===== src/rtl/sfr_pkg.sv =====
// ----------------------------------------------------------------------------
// sfr_pkg
// types, constants and the crc step shared by the sensor frame receiver
// ----------------------------------------------------------------------------
`default_nettype none

package sfr_pkg;

    // configuration register indexes
    localparam int CFG_IDX_W = 2;
    localparam logic [CFG_IDX_W-1:0] CFG_DEVICE_ADDRESS   = 2'd0;
    localparam logic [CFG_IDX_W-1:0] CFG_COMMAND_CODE     = 2'd1;
    localparam logic [CFG_IDX_W-1:0] CFG_MIN_FRAME_LENGTH = 2'd2;
    localparam logic [CFG_IDX_W-1:0] CFG_MAX_FRAME_LENGTH = 2'd3;

    // configuration reset values
    localparam logic [7:0] RST_DEVICE_ADDRESS   = 8'h01;
    localparam logic [7:0] RST_COMMAND_CODE     = 8'h41;
    localparam logic [7:0] RST_MIN_FRAME_LENGTH = 8'd54;
    localparam logic [7:0] RST_MAX_FRAME_LENGTH = 8'd66;

    // frame length = count * FRAME_LEN_MUL + FRAME_LEN_BASE
    localparam logic [10:0] FRAME_LEN_MUL  = 11'd6;
    localparam logic [10:0] FRAME_LEN_BASE = 11'd12;
    localparam logic [7:0]  COUNT_POSITION = 8'd2;
    localparam logic [7:0]  FIRST_BODY_POS = 8'd3;

    localparam logic [15:0] CRC_INIT = 16'hFFFF;
    localparam logic [15:0] CRC_POLY = 16'hA001;

    typedef enum logic [1:0] {
        PH_IDLE,
        PH_ADDR,
        PH_COUNT,
        PH_FRAME
    } t_phase;

    // what the back end does with a queued byte
    typedef enum logic [1:0] {
        K_START,
        K_DATA,
        K_HOLD,
        K_LAST
    } t_kind;

    typedef struct packed {
        t_kind      kind;
        logic [7:0] data;
        logic [7:0] position;
        logic [7:0] addr;
    } t_qentry;

    // one byte through the reflected crc-16
    function automatic logic [15:0] crc_byte(input logic [15:0] crc, input logic [7:0] b);
        logic [15:0] c;
        c = crc ^ {8'h00, b};
        for (int k = 0; k < 8; k++) begin
            c = c[0] ? ((c >> 1) ^ CRC_POLY) : (c >> 1);
        end
        return c;
    endfunction

endpackage

`default_nettype wire


===== src/rtl/sfr_front.sv =====
// ----------------------------------------------------------------------------
// sfr_front
// header hunt, length check and byte classification, plus config registers
// ----------------------------------------------------------------------------
`default_nettype none

module sfr_front (
    input  wire logic                            i_clk,
    input  wire logic                            i_rst_n,
    input  wire logic                            i_cfg_valid,
    output logic                                 o_cfg_ready,
    input  wire logic [sfr_pkg::CFG_IDX_W-1:0]   i_cfg_index,
    input  wire logic [7:0]                      i_cfg_data,
    input  wire logic                            i_in_valid,
    output logic                                 o_in_stall,
    input  wire logic [7:0]                      i_rx_byte,
    input  wire logic                            i_q_full,
    output logic                                 o_q_push,
    output sfr_pkg::t_qentry                     o_q_entry
);
    import sfr_pkg::*;

    logic [7:0] r_dev_addr;
    logic [7:0] r_cmd_code;
    logic [7:0] r_min_len;
    logic [7:0] r_max_len;

    t_phase     r_phase, n_phase;
    logic [7:0] r_pos, n_pos;
    logic [7:0] r_exp_len, n_exp_len;

    logic        accept;
    logic [10:0] frame_len;
    logic [8:0]  pos_plus2;
    logic        len_ok;

    assign o_cfg_ready = 1'b1;
    assign o_in_stall  = i_q_full;
    assign accept      = i_in_valid && !i_q_full;

    assign frame_len = ({3'b000, i_rx_byte} * FRAME_LEN_MUL) + FRAME_LEN_BASE;
    assign len_ok    = (frame_len >= {3'b000, r_min_len}) && (frame_len <= {3'b000, r_max_len});
    assign pos_plus2 = {1'b0, r_pos} + 9'd2;

    always_ff @(posedge i_clk) begin
        if (!i_rst_n) begin
            r_dev_addr <= RST_DEVICE_ADDRESS;
            r_cmd_code <= RST_COMMAND_CODE;
            r_min_len  <= RST_MIN_FRAME_LENGTH;
            r_max_len  <= RST_MAX_FRAME_LENGTH;
        end else if (i_cfg_valid) begin
            case (i_cfg_index)
                CFG_DEVICE_ADDRESS:   r_dev_addr <= i_cfg_data;
                CFG_COMMAND_CODE:     r_cmd_code <= i_cfg_data;
                CFG_MIN_FRAME_LENGTH: r_min_len  <= i_cfg_data;
                CFG_MAX_FRAME_LENGTH: r_max_len  <= i_cfg_data;
                default: ;
            endcase
        end
    end

    always_ff @(posedge i_clk) begin
        if (!i_rst_n) begin
            r_phase   <= PH_IDLE;
            r_pos     <= 8'd0;
            r_exp_len <= 8'd0;
        end else begin
            r_phase   <= n_phase;
            r_pos     <= n_pos;
            r_exp_len <= n_exp_len;
        end
    end

    always_comb begin
        n_phase            = r_phase;
        n_pos              = r_pos;
        n_exp_len          = r_exp_len;
        o_q_push           = 1'b0;
        o_q_entry.kind     = K_DATA;
        o_q_entry.data     = i_rx_byte;
        o_q_entry.position = r_pos;
        o_q_entry.addr     = r_dev_addr;
        if (accept) begin
            case (r_phase)
                PH_IDLE: begin
                    if (i_rx_byte == r_dev_addr) begin
                        n_phase = PH_ADDR;
                    end
                end
                PH_ADDR: begin
                    if (i_rx_byte == r_cmd_code) begin
                        // back end seeds its crc over address and command
                        o_q_push       = 1'b1;
                        o_q_entry.kind = K_START;
                        n_phase        = PH_COUNT;
                    end else if (i_rx_byte != r_dev_addr) begin
                        n_phase = PH_IDLE;
                    end
                end
                PH_COUNT: begin
                    if (len_ok) begin
                        o_q_push           = 1'b1;
                        o_q_entry.position = COUNT_POSITION;
                        n_exp_len          = frame_len[7:0];
                        n_pos              = FIRST_BODY_POS;
                        n_phase            = PH_FRAME;
                    end else begin
                        // hunt resumes at the count byte itself
                        n_pos   = 8'd0;
                        n_phase = (i_rx_byte == r_dev_addr) ? PH_ADDR : PH_IDLE;
                    end
                end
                PH_FRAME: begin
                    o_q_push = 1'b1;
                    if (pos_plus2 < {1'b0, r_exp_len}) begin
                        n_pos = r_pos + 8'd1;
                    end else if (pos_plus2 == {1'b0, r_exp_len}) begin
                        o_q_entry.kind = K_HOLD;
                        n_pos          = r_pos + 8'd1;
                    end else begin
                        o_q_entry.kind = K_LAST;
                        n_pos          = 8'd0;
                        n_phase        = PH_IDLE;
                    end
                end
                default: begin
                    n_phase = PH_IDLE;
                end
            endcase
        end
    end

endmodule

`default_nettype wire


===== src/rtl/sfr_queue.sv =====
// ----------------------------------------------------------------------------
// sfr_queue
// short register queue between the front and back ends
// ----------------------------------------------------------------------------
`default_nettype none

module sfr_queue #(
    parameter int DEPTH = 4
) (
    input  wire logic              i_clk,
    input  wire logic              i_rst_n,
    input  wire logic              i_push,
    input  sfr_pkg::t_qentry       i_entry,
    output logic                   o_full,
    input  wire logic              i_pop,
    output logic                   o_empty,
    output sfr_pkg::t_qentry       o_entry
);
    import sfr_pkg::*;

    localparam int PTR_W = (DEPTH > 1) ? $clog2(DEPTH) : 1;
    localparam int CNT_W = $clog2(DEPTH + 1);

    t_qentry          r_slot [DEPTH];
    logic [PTR_W-1:0] r_wr_ptr;
    logic [PTR_W-1:0] r_rd_ptr;
    logic [CNT_W-1:0] r_count;

    logic do_push;
    logic do_pop;

    assign o_full  = (r_count == CNT_W'(DEPTH));
    assign o_empty = (r_count == '0);
    assign o_entry = r_slot[r_rd_ptr];
    assign do_push = i_push && !o_full;
    assign do_pop  = i_pop && !o_empty;

    always_ff @(posedge i_clk) begin
        if (do_push) begin
            r_slot[r_wr_ptr] <= i_entry;
        end
    end

    always_ff @(posedge i_clk) begin
        if (!i_rst_n) begin
            r_wr_ptr <= '0;
            r_rd_ptr <= '0;
            r_count  <= '0;
        end else begin
            if (do_push) begin
                r_wr_ptr <= (r_wr_ptr == PTR_W'(DEPTH - 1)) ? '0 : r_wr_ptr + 1'b1;
            end
            if (do_pop) begin
                r_rd_ptr <= (r_rd_ptr == PTR_W'(DEPTH - 1)) ? '0 : r_rd_ptr + 1'b1;
            end
            case ({do_push, do_pop})
                2'b10:   r_count <= r_count + 1'b1;
                2'b01:   r_count <= r_count - 1'b1;
                default: r_count <= r_count;
            endcase
        end
    end

endmodule

`default_nettype wire


===== src/rtl/sfr_back.sv =====
// ----------------------------------------------------------------------------
// sfr_back
// crc-16 over frame bytes, trailer compare and the output register
// ----------------------------------------------------------------------------
`default_nettype none

module sfr_back (
    input  wire logic              i_clk,
    input  wire logic              i_rst_n,
    input  wire logic              i_q_empty,
    input  sfr_pkg::t_qentry       i_q_entry,
    output logic                   o_q_pop,
    output logic                   o_out_valid,
    input  wire logic              i_out_stall,
    output logic [7:0]             o_data_byte,
    output logic [7:0]             o_byte_position,
    output logic                   o_last_byte,
    output logic                   o_frame_good
);
    import sfr_pkg::*;

    logic [15:0] r_crc, n_crc;
    logic [7:0]  r_held_low, n_held_low;
    logic        r_seed_half, n_seed_half;

    logic        r_out_valid, n_out_valid;
    logic [7:0]  r_data, n_data;
    logic [7:0]  r_pos, n_pos;
    logic        r_last, n_last;
    logic        r_good, n_good;

    logic        slot_free;
    logic [15:0] crc_step_in;
    logic [15:0] crc_step_out;

    assign slot_free    = !r_out_valid || !i_out_stall;
    // header seeding starts from the init value, all else from the running crc
    assign crc_step_in  = (i_q_entry.kind == K_START && !r_seed_half) ? CRC_INIT : r_crc;
    assign crc_step_out = crc_byte(crc_step_in,
                                   (i_q_entry.kind == K_START && !r_seed_half) ?
                                   i_q_entry.addr : i_q_entry.data);

    always_comb begin
        n_crc       = r_crc;
        n_held_low  = r_held_low;
        n_seed_half = r_seed_half;
        n_out_valid = r_out_valid && i_out_stall;
        n_data      = r_data;
        n_pos       = r_pos;
        n_last      = r_last;
        n_good      = r_good;
        o_q_pop     = 1'b0;
        if (!i_q_empty) begin
            case (i_q_entry.kind)
                K_START: begin
                    // address byte first, then command byte; the entry pops with the command byte
                    n_crc = crc_step_out;
                    if (r_seed_half) begin
                        n_seed_half = 1'b0;
                        o_q_pop     = 1'b1;
                    end else begin
                        n_seed_half = 1'b1;
                    end
                end
                K_DATA, K_HOLD, K_LAST: begin
                    if (slot_free) begin
                        o_q_pop     = 1'b1;
                        n_out_valid = 1'b1;
                        n_data      = i_q_entry.data;
                        n_pos       = i_q_entry.position;
                        n_last      = 1'b0;
                        n_good      = 1'b0;
                        if (i_q_entry.kind == K_DATA) begin
                            n_crc = crc_step_out;
                        end else if (i_q_entry.kind == K_HOLD) begin
                            n_held_low = i_q_entry.data;
                        end else begin
                            n_last = 1'b1;
                            n_good = ({i_q_entry.data, r_held_low} == r_crc);
                            n_crc  = CRC_INIT;
                        end
                    end
                end
                default: ;
            endcase
        end
    end

    always_ff @(posedge i_clk) begin
        if (!i_rst_n) begin
            r_crc       <= CRC_INIT;
            r_held_low  <= 8'd0;
            r_seed_half <= 1'b0;
            r_out_valid <= 1'b0;
        end else begin
            r_crc       <= n_crc;
            r_held_low  <= n_held_low;
            r_seed_half <= n_seed_half;
            r_out_valid <= n_out_valid;
        end
    end

    always_ff @(posedge i_clk) begin
        r_data <= n_data;
        r_pos  <= n_pos;
        r_last <= n_last;
        r_good <= n_good;
    end

    assign o_out_valid     = r_out_valid;
    assign o_data_byte     = r_data;
    assign o_byte_position = r_pos;
    assign o_last_byte     = r_last;
    assign o_frame_good    = r_good;

endmodule

`default_nettype wire


===== src/rtl/sensor_frame_receiver_crc16.sv =====
// ----------------------------------------------------------------------------
// sensor_frame_receiver_crc16
// detection frame receiver: header hunt, length check and crc-16 trailer check
// ----------------------------------------------------------------------------
// input channel: one received byte per transfer (i_in_valid / o_in_stall).
// output channel: frame bytes from the count byte on, with their position,
// a last flag and, on the last byte, the crc result (o_out_valid / i_out_stall).
// config channel: index and data, always ready; it must be written while the
// block idles, which the block itself does not enforce.
// throughput: one byte per cycle while the output does not stall; the crc unit
// seeds over address and command in two steps on a header's command byte. the
// queue absorbs that, so bytes are taken back to back. path: a taken byte
// passes the queue, then the output register; entries waiting ahead of it and
// the header seed ahead of the count byte delay its result.
// header bytes, hunt bytes and rejected count bytes give no transfer.
// when the receiver stalls, the output register holds and the queue fills;
// o_in_stall rises once the queue is full.
// reset: config returns to address 0x01, command 0x41, length 54..66,
// the hunt goes idle and the queue and output register empty.
// ----------------------------------------------------------------------------
`default_nettype none

module sensor_frame_receiver_crc16 #(
    parameter int QUEUE_DEPTH = 4
) (
    input  wire logic                            i_clk,
    input  wire logic                            i_rst_n,
    input  wire logic                            i_cfg_valid,
    output logic                                 o_cfg_ready,
    input  wire logic [sfr_pkg::CFG_IDX_W-1:0]   i_cfg_index,
    input  wire logic [7:0]                      i_cfg_data,
    input  wire logic                            i_in_valid,
    output logic                                 o_in_stall,
    input  wire logic [7:0]                      i_rx_byte,
    output logic                                 o_out_valid,
    input  wire logic                            i_out_stall,
    output logic [7:0]                           o_data_byte,
    output logic [7:0]                           o_byte_position,
    output logic                                 o_last_byte,
    output logic                                 o_frame_good
);
    import sfr_pkg::*;

    logic    q_push;
    logic    q_full;
    logic    q_pop;
    logic    q_empty;
    t_qentry q_wr_entry;
    t_qentry q_rd_entry;

    sfr_front u_front (
        .i_clk       (i_clk),
        .i_rst_n     (i_rst_n),
        .i_cfg_valid (i_cfg_valid),
        .o_cfg_ready (o_cfg_ready),
        .i_cfg_index (i_cfg_index),
        .i_cfg_data  (i_cfg_data),
        .i_in_valid  (i_in_valid),
        .o_in_stall  (o_in_stall),
        .i_rx_byte   (i_rx_byte),
        .i_q_full    (q_full),
        .o_q_push    (q_push),
        .o_q_entry   (q_wr_entry)
    );

    sfr_queue #(
        .DEPTH (QUEUE_DEPTH)
    ) u_queue (
        .i_clk   (i_clk),
        .i_rst_n (i_rst_n),
        .i_push  (q_push),
        .i_entry (q_wr_entry),
        .o_full  (q_full),
        .i_pop   (q_pop),
        .o_empty (q_empty),
        .o_entry (q_rd_entry)
    );

    sfr_back u_back (
        .i_clk           (i_clk),
        .i_rst_n         (i_rst_n),
        .i_q_empty       (q_empty),
        .i_q_entry       (q_rd_entry),
        .o_q_pop         (q_pop),
        .o_out_valid     (o_out_valid),
        .i_out_stall     (i_out_stall),
        .o_data_byte     (o_data_byte),
        .o_byte_position (o_byte_position),
        .o_last_byte     (o_last_byte),
        .o_frame_good    (o_frame_good)
    );

endmodule

`default_nettype wire


===== config.mk =====
export PLATFORM = sky130hd
export DESIGN_NAME = sensor_frame_receiver_crc16
export DESIGN_NICKNAME = d
export VERILOG_FILES = /design/src/rtl/sfr_pkg.sv /design/src/rtl/sfr_front.sv /design/src/rtl/sfr_queue.sv /design/src/rtl/sfr_back.sv /design/src/rtl/sensor_frame_receiver_crc16.sv
export SDC_FILE = /design/constraint.sdc
export NUM_CORES = 1
export LEC_CHECK = 0
export ABC_AREA = 1
export BUFFER_PORTS_ARGS = -buffer_cell sky130_fd_sc_hd__clkbuf_2
export CORE_MARGIN = 4
export CORE_UTILIZATION = 60
export DETAILED_ROUTE_END_ITERATION = 10
export PLACE_DENSITY = 0.82
export SYNTH_ARGS = -nofsm -noshare
export SYNTH_HDL_FRONTEND = slang
export SYNTH_SLANG_ARGS = --single-unit

===== constraint.sdc =====
create_clock -name i_clk -period 10.1 [get_ports i_clk]
set_clock_uncertainty 0.1 [all_clocks]
set_input_delay 1.01 -clock i_clk [delete_from_list [all_inputs] [get_ports i_clk]]
set_output_delay 1.01 -clock i_clk [all_outputs]
set_load 0.005 [all_outputs]

==> flow_metrics.py, run 1 <==
metrics = {
    "grt": {
        "overflow": 0,
        "grt_use_total": 0.2436,
        "grt_antenna_before_repair": 0,
        "grt_pass1_wl_um": 36490,
        "grt_pass1_vias": 7341,
        "grt_max_degree": 70,
    },
    "power": {
        "ir_drop_mv": 0.1850,
        "power_density_nw_per_um2": 248.3,
        "p_leak_nw": 4.742,
        "intPower_w": 0.001768,
        "p_comb_frac": 0.329,
        "p_switching_w": 0.001020,
        "swShare": 0.3659,
        "seqPwrFrac": 0.382,
        "pwr-share-clk": 0.289,
    },
    "placed_design": {
        "post-dp-hpwl_um": 15530,
        "portBuffers": 42,
        "gp_congestion": 0.9048,
        "place_area_um2": 10490,
    },
    "yosys": {
        "ys_seq_area_frac": 0.5276,
        "dominantRegCellSynth": "edfxtp_1",
        "syn_nets": 1180,
        "synth_largest_area_cell": "edfxtp_1",
        "ys_warn_count": 0,
        "synth_top_area_frac": 0.3616,
        "yosys-top-cells-count": "nand2_1, edfxtp_1, inv_1",
        "synth_area_leaders": "edfxtp_1, dfxtp_1, nand2_1",
        "synth_cell_types": 53,
        "syn_area_um2": 10130,
        "syn_inst": 1112,
        "synthArstFlopShare": 0,
        "syn_avg_cell_area_um2": 9.111,
        "yosysMostFrequentCell": "nand2_1",
        "synth_edf_count": 122,
        "yosys_register_bits": 206,
    },
    "sta": {
        "slew_headroom": 0.2301,
        "fin_hold_ws_ps": 366.7,
        "setup-tns-final_ps": 0,
        "period_share": 0.4964,
        "rsz0062_at_grt": "false",
        "worstMarginPinSlew_ps": 1152,
        "final_max_slew_viol_count": 0,
        "hold_viol_final": 0,
        "fmax_ghz": 0.1995,
        "fin_crit_ps": 5013,
        "finalSetupViolCount": 0,
    },
    "min_path": {
        "min-delay-start": "u_front.r_max_len[0]$_SDFFE_PN0P_",
        "hold_path.class": "reg -> reg",
        "holdPathStages": 2,
    },
    "route": {
        "wl_per_cell_um": 16.43,
        "drtAntennaViolNets": 0,
        "vias_per_cell": 5.634,
        "initialDrtViolationCount": 698,
        "wl_um": 22840,
        "drc_errors": 0,
        "drt-pass1-iter-count": 5,
        "dr_total_vias": 7831,
    },
    "die": {
        "rows": 47,
        "core_um2": 16580,
        "die_y_um": 137.9,
        "start_util": 0.6109,
        "dieArea_um2": 19030,
        "io_pins": 44,
        "die_x_um": 137.9,
    },
    "clocking": {
        "cts_sinks": 206,
        "cts_tree": "done",
        "cts.clk_slew.worst_paths_ps": 60,
        "cts_hold_buf": 0,
        "clockBufferDepth": 3,
        "cts_root_buffer": "clkbuf_16",
        "post_cts_resized": 0,
        "post_cts_buffers": 0,
        "insertion_delay_ps": 510,
        "cts_buffers": 22,
        "cts_htree_levels": 1,
    },
    "critical_path": {
        "crit_end": "u_queue.r_slot[2][1]$_DFFE_PP_",
        "setup.worst_path.end_class": "register",
        "cp-start-kind": "primary input",
        "critPathArrivalTime_ps": 5120,
        "crit_fanout": 14,
        "rr_endpoint": "u_back.r_crc[0]$_SDFFE_PN1P_",
        "crit_type": "in -> reg",
        "worstRegToRegCells": 20,
        "r2r_setup_slack_ps": 5360,
        "required_ps": 10200,
        "crit_start": "i_rx_byte[0]",
    },
    "cells_and_area": {
        "layout-drive-gt1-share": 0.1239,
        "diodes": 0,
        "post-route-util": 0.6771,
        "area_delta_synth_final_pct": 10.83,
        "fin_nets": 1222,
        "finish.instance_area_um2": 11230,
    },
    "status": {
        "status": "completed",
    },
    "flow_run": {
        "drv_cap": 0,
    },
}
## power groups by stage
stage / Combinational (W) / Sequential, W / Clock [W]
5_1_grt: 0.00104 / 0.00108 / 0.000848
6_report: 0.000917 / 0.00107 / 0.000805
4_1_cts: 0.000911 / 0.00106 / 0.000812
3_3_place_gp: 0.000871 / 0.00108 / 0
3_5_place_dp: 0.000898 / 0.00108 / 0
2_1_floorplan: 0.000690 / 0.00106 / 0
## through the flow
| step | total power (W) | std cells | setup slack, ps |
|---|---|---|---|
| detailed placement | 0.001979 | 1350 | 4515 |
| global route | 0.002963 | 1390 | 4659 |
| finish | 0.002788 | 1390 | 5087 |
| global placement | 0.001950 | 1350 | 4645 |
| floorplan | 0.001751 | 1112 | 4901 |
| CTS | 0.002788 | 1390 | 5061 |
## critical path, stage by stage
cell,delay (ps)
clkbuf_2,260
ha_1,220
inv_1,50
fa_1,400
xor2_1,320
a21oi_2,90
xnor2_1,250
inv_1,100
ha_1,300
nand2_1,60
nor2_1,40
nor2_1,80
nand2_1,50
o21ai_0,150
a21oi_1,80
nor2_1,200
nand4_4,180
nand3_2,110
nand2_2,150
nor2_2,640
buf_4,360
## layer usage
| layer | vias to the layer above | GRT usage | part of all wire | routed length (um) |
|---|---|---|---|---|
| met4 | 0 | 0.1120 | 0.050 | 1140 |
| li1 | 3852 | - | - | - |
| met1 | 3582 | 0.3189 | 0.41 | 9458 |
| met5 | - | 0 | 0 | 0 |
| met3 | 81 | 0.03592 | 0.063 | 1434 |
| met2 | 316 | 0.4021 | 0.47 | 10810 |
## layout by cell type (no fill, tap or decap), types with 3 or more instances in the layout
| cell type | instances |
|---|---|
| nand2_1 | 216 |
| edfxtp_1 | 122 |
| inv_1 | 121 |
| nor2_1 | 92 |
| nand3_1 | 91 |
| o21ai_0 | 91 |
| dfxtp_1 | 84 |
| a21oi_1 | 54 |
| ha_1 | 43 |
| clkbuf_2 | 42 |
| clkbuf_16 | 22 |
| xor2_1 | 16 |
| xnor2_1 | 16 |
| nor3_1 | 16 |
| nand2_2 | 15 |
| o211ai_1 | 14 |
| nor2_2 | 11 |
| o22ai_1 | 11 |
| nand4_1 | 10 |
| a21oi_2 | 8 |
| buf_4 | 7 |
| o21ai_2 | 6 |
| nand3_2 | 5 |
| or2_2 | 5 |
| clkbuf_1 | 4 |
| nor2_4 | 3 |
| clkinv_2 | 3 |
| clkinvlp_4 | 3 |
## kinds of logic after synthesis
group | after synthesis | share of synthesized area
and+or+nand+nor | 474 | 0.2093
buffers and inverters | 156 | 0.06583
adders and majority gates | 45 | 0.05706
xor gates and xnor gates | 32 | 0.02766
other | 1 | 0.0003702
DFF | 206 | 0.5276
AOI/OAI and AO/OA | 198 | 0.1121
## flip-flops by register name (all words and copies together) (netlist names), 8 cells and up, named ones only
signal / cells
u_queue.r_slot: 104
u_back.o_byte_position: 8
u_front.r_max_len: 8
u_front.r_cmd_code: 8
u_back.r_held_low: 8
u_front.r_dev_addr: 8
u_back.o_data_byte: 8
u_back.r_crc: 16
u_front.r_pos: 8
u_front.r_min_len: 8
## worst min-delay path by stage
stage,end,slack [ps]
after detailed placement,u_front.r_max_len[0]$_SDFFE_PN0P_,360
after floorplan,u_front.r_max_len[0]$_SDFFE_PN0P_,330
final,u_front.r_max_len[0]$_SDFFE_PN0P_,370
after CTS,u_front.r_max_len[0]$_SDFFE_PN0P_,370
after global routing,u_back.r_seed_half$_SDFFE_PN0P_,420
after global placement,u_front.r_max_len[0]$_SDFFE_PN0P_,360
## area by class of cell
class	instances	area, um^2
Clock buffer	28	593.1
Clock inverter	12	142.6
Fill cell	1298	5355
Inverter	125	474.2
Multi-Input combinational cell	750	4135
Sequential cell	206	5345
Tap cell	220	275.3
Timing Repair Buffer	49	262.8
(Power assumes the default switching activity.)
==> run 2, diff against run 1 <==
ABC_AREA = 0   (was 1)
clock period = 5.2 ns   (was 10.1 ns; I/O delays follow)
==> run 2 against run 1 <==
Compared with the run above:
- sequential cell count did not move
- register-to-register slack got worse by 3900 ps
- combinational power fell by 75%
==> flow_metrics.py, run 2 <==
metrics = {
    "status": {
        "status": "completed",
    },
    "sta": {
        "slew_headroom": 0.4541,
        "fin_crit_ps": 4855,
        "hold_viol_final": 0,
        "worstMarginPinSlew_ps": 818.9,
        "period_share": 0.9336,
        "setup_slack_ps": 345.2,
        "setup-tns-final_ps": 0,
        "fmax_ghz": 0.2060,
        "finalSetupViolCount": 0,
        "final_max_slew_viol_count": 0,
        "rsz0062_at_grt": "false",
    },
    "placed_design": {
        "gp_congestion": 0.9250,
        "place_area_um2": 10130,
        "post-dp-hpwl_um": 13590,
        "preCtsSetupSlack_ps": -102.4,
        "portBuffers": 42,
    },
    "yosys": {
        "synth_area_leaders": "edfxtp_1, dfxtp_1, mux4_2",
        "synth_edf_count": 122,
        "synthArstFlopShare": 0,
        "syn_area_um2": 9651,
        "syn_nets": 861,
        "syn_inst": 793,
        "synth_top_area_frac": 0.3796,
        "yosys_register_bits": 206,
        "synth_cell_types": 64,
        "ys_warn_count": 0,
        "dominantRegCellSynth": "edfxtp_1",
        "yosysMostFrequentCell": "edfxtp_1",
        "ys_seq_area_frac": 0.5539,
        "syn_avg_cell_area_um2": 12.17,
        "synth_largest_area_cell": "edfxtp_1",
        "yosys-top-cells-count": "edfxtp_1, nand2_1, dfxtp_1",
    },
    "grt": {
        "grt_antenna_before_repair": 0,
        "grt_pass1_wl_um": 32460,
        "met3_usage": 0.03241,
        "grtUsageMet1": 0.2828,
        "grt_pass1_vias": 6398,
        "grt.busiest_layer": "met2",
        "grt_max_degree": 89,
        "grt_use_total": 0.2230,
        "grt.met2_usage": 0.3969,
        "overflow": 0,
    },
    "clocking": {
        "cts_htree_levels": 1,
        "post_cts_buffers": 0,
        "insertion_delay_ps": 500,
        "cts_hold_buf": 0,
        "cts_sinks": 206,
        "cts_buffers": 22,
        "cts_root_buffer": "clkbuf_16",
        "clockBufferDepth": 3,
        "cts.clk_slew.worst_paths_ps": 60,
        "cts_tree": "done",
        "post_cts_resized": 0,
    },
    "power": {
        "pwr-share-clk": 0.440,
        "ir_drop_mv": 0.2418,
        "seqPwrFrac": 0.494,
        "p_leak_nw": 4.087,
        "total_power_w": 0.003506,
        "p_comb_frac": 0.066,
        "power_density_nw_per_um2": 322.7,
        "swShare": 0.2178,
        "intPower_w": 0.002743,
        "p_switching_w": 0.0007635,
    },
    "critical_path": {
        "setup.worst_path.end_class": "register",
        "cp-start-kind": "primary input",
        "crit_buf_inv": 3,
        "path_cells": "clkbuf_2, ha_1, inv_1, fa_1, ha_1, nor4_4, xor2_1, ha_1, a211o_1, nor2_1, a211oi_1, nor2_1, a21oi_1, o2111ai_1, nand2_2, a32oi_2, ha_1, inv_1, fa_1, xor2_1, or3_1, a21boi_0",
        "critPathArrivalTime_ps": 5160,
        "slowest_stage": "fa_1",
        "required_ps": 5510,
        "critPathMostFrequentCell": "ha_1",
        "crit_type": "in -> reg",
        "crit_fanout": 4,
        "critical_path.top_delay_family": "adder cells",
        "cpPeakStageDelay_ps": 440,
    },
    "route": {
        "dr_total_vias": 6254,
        "drc_errors": 0,
        "vias_per_cell": 5.807,
        "drt-pass1-iter-count": 5,
        "initialDrtViolationCount": 536,
        "wl_per_cell_um": 18.39,
        "wl_um": 19810,
        "drtAntennaViolNets": 0,
    },
    "cells_and_area": {
        "layout_commonest_cell": "edfxtp_1",
        "finish.instance_area_um2": 10870,
        "largest_register_ffs": 104,
        "diodes": 0,
        "fin_nets": 913,
        "top_regs": "u_queue.r_slot: 104 flops, u_back.r_crc: 16 flops",
        "layout_common_cells": "edfxtp_1, nand2_1, dfxtp_1",
        "layout-drive-gt1-share": 0.1672,
        "area_delta_synth_final_pct": 12.59,
        "regMostFlops": "u_queue.r_slot",
    },
    "die": {
        "start_util": 0.6097,
        "dieArea_um2": 18180,
        "io_pins": 44,
        "rows": 46,
        "die_y_um": 134.8,
        "core_um2": 15830,
        "die_x_um": 134.8,
    },
    "min_path": {
        "hold_path.class": "in -> reg",
    },
    "flow_run": {
        "drv_cap": 0,
    },
}
## run 2: final timing paths
path,start,end,slack (ps),cells after the start
setup / recovery,i_rx_byte[0],u_queue.r_count[2]$_SDFFE_PN0P_,350,22
hold / removal,i_cfg_data[4],u_front.r_max_len[4]$_SDFFE_PN0P_,230,3
setup reg to reg,register,u_back.r_crc[0]$_SDFFE_PN1P_,1450,11
hold reg to reg,u_front.r_exp_len[5]$_SDFFE_PN0P_,u_front.r_exp_len[5]$_SDFFE_PN0P_,370,2
## run 2: cell type report
cell class,instances,area [um^2]
Sequential cell,206,5346
Fill cell,1086,4962
Multi-Input combinational cell,511,4004
Clock buffer,25,593.1
Timing Repair Buffer,61,352.8
Tap cell,216,270.3
Inverter,43,161.4
Clock inverter,15,137.6
## run 2: cell families (layout without fill, tap and decap cells)
family,Yosys count,count (layout),share of synthesized area
buf+inv,76,144,0.03280
flops,206,206,0.5539
other cells,1,1,0.0003886
simple gates,228,228,0.1156
compound gates,104,104,0.07494
mux,59,59,0.09529
xor+xnor,74,74,0.06716
fa+ha+maj,45,45,0.05990
## run 2: layer usage
metal / part of all wire / vias to the layer above
met5: 0 / -
met4: 0.026 / 0
met3: 0.050 / 47
met2: 0.51 / 204
met1: 0.41 / 3075
li1: - / 2928
## run 2: per-stage QoR
stage / hold WS, ps / utilization / cells
after floorplan: 338.0 / - / 793
after global placement: 354.7 / 0.6403 / 1037
after detailed placement: 360.1 / 0.6403 / 1037
after CTS: 216.2 / 0.6865 / 1077
after global routing: 226.7 / 0.6865 / 1077
final: 231.8 / 0.6865 / 1077
## run 2: power groups by stage
stage,Clock [W],Combinational (W),Sequential (W)
final,0.00154,0.000232,0.00173
after global routing,0.00164,0.000262,0.00173
after CTS,0.00156,0.000232,0.00173
after detailed placement,0,0.000230,0.00177
after global placement,0,0.000220,0.00177
after floorplan,0,0.000164,0.00177
## run 2: worst register-to-register path, cell delays in order (launching register included)
cell      delay (ps)
dfxtp_2          590
mux4_2           610
inv_1            140
ha_1             220
nand2b_1         330
mux2i_1          390
xor2_1           330
xnor2_1          120
xnor2_1          270
xnor2_1          220
xnor2_1          170
a31oi_1          100
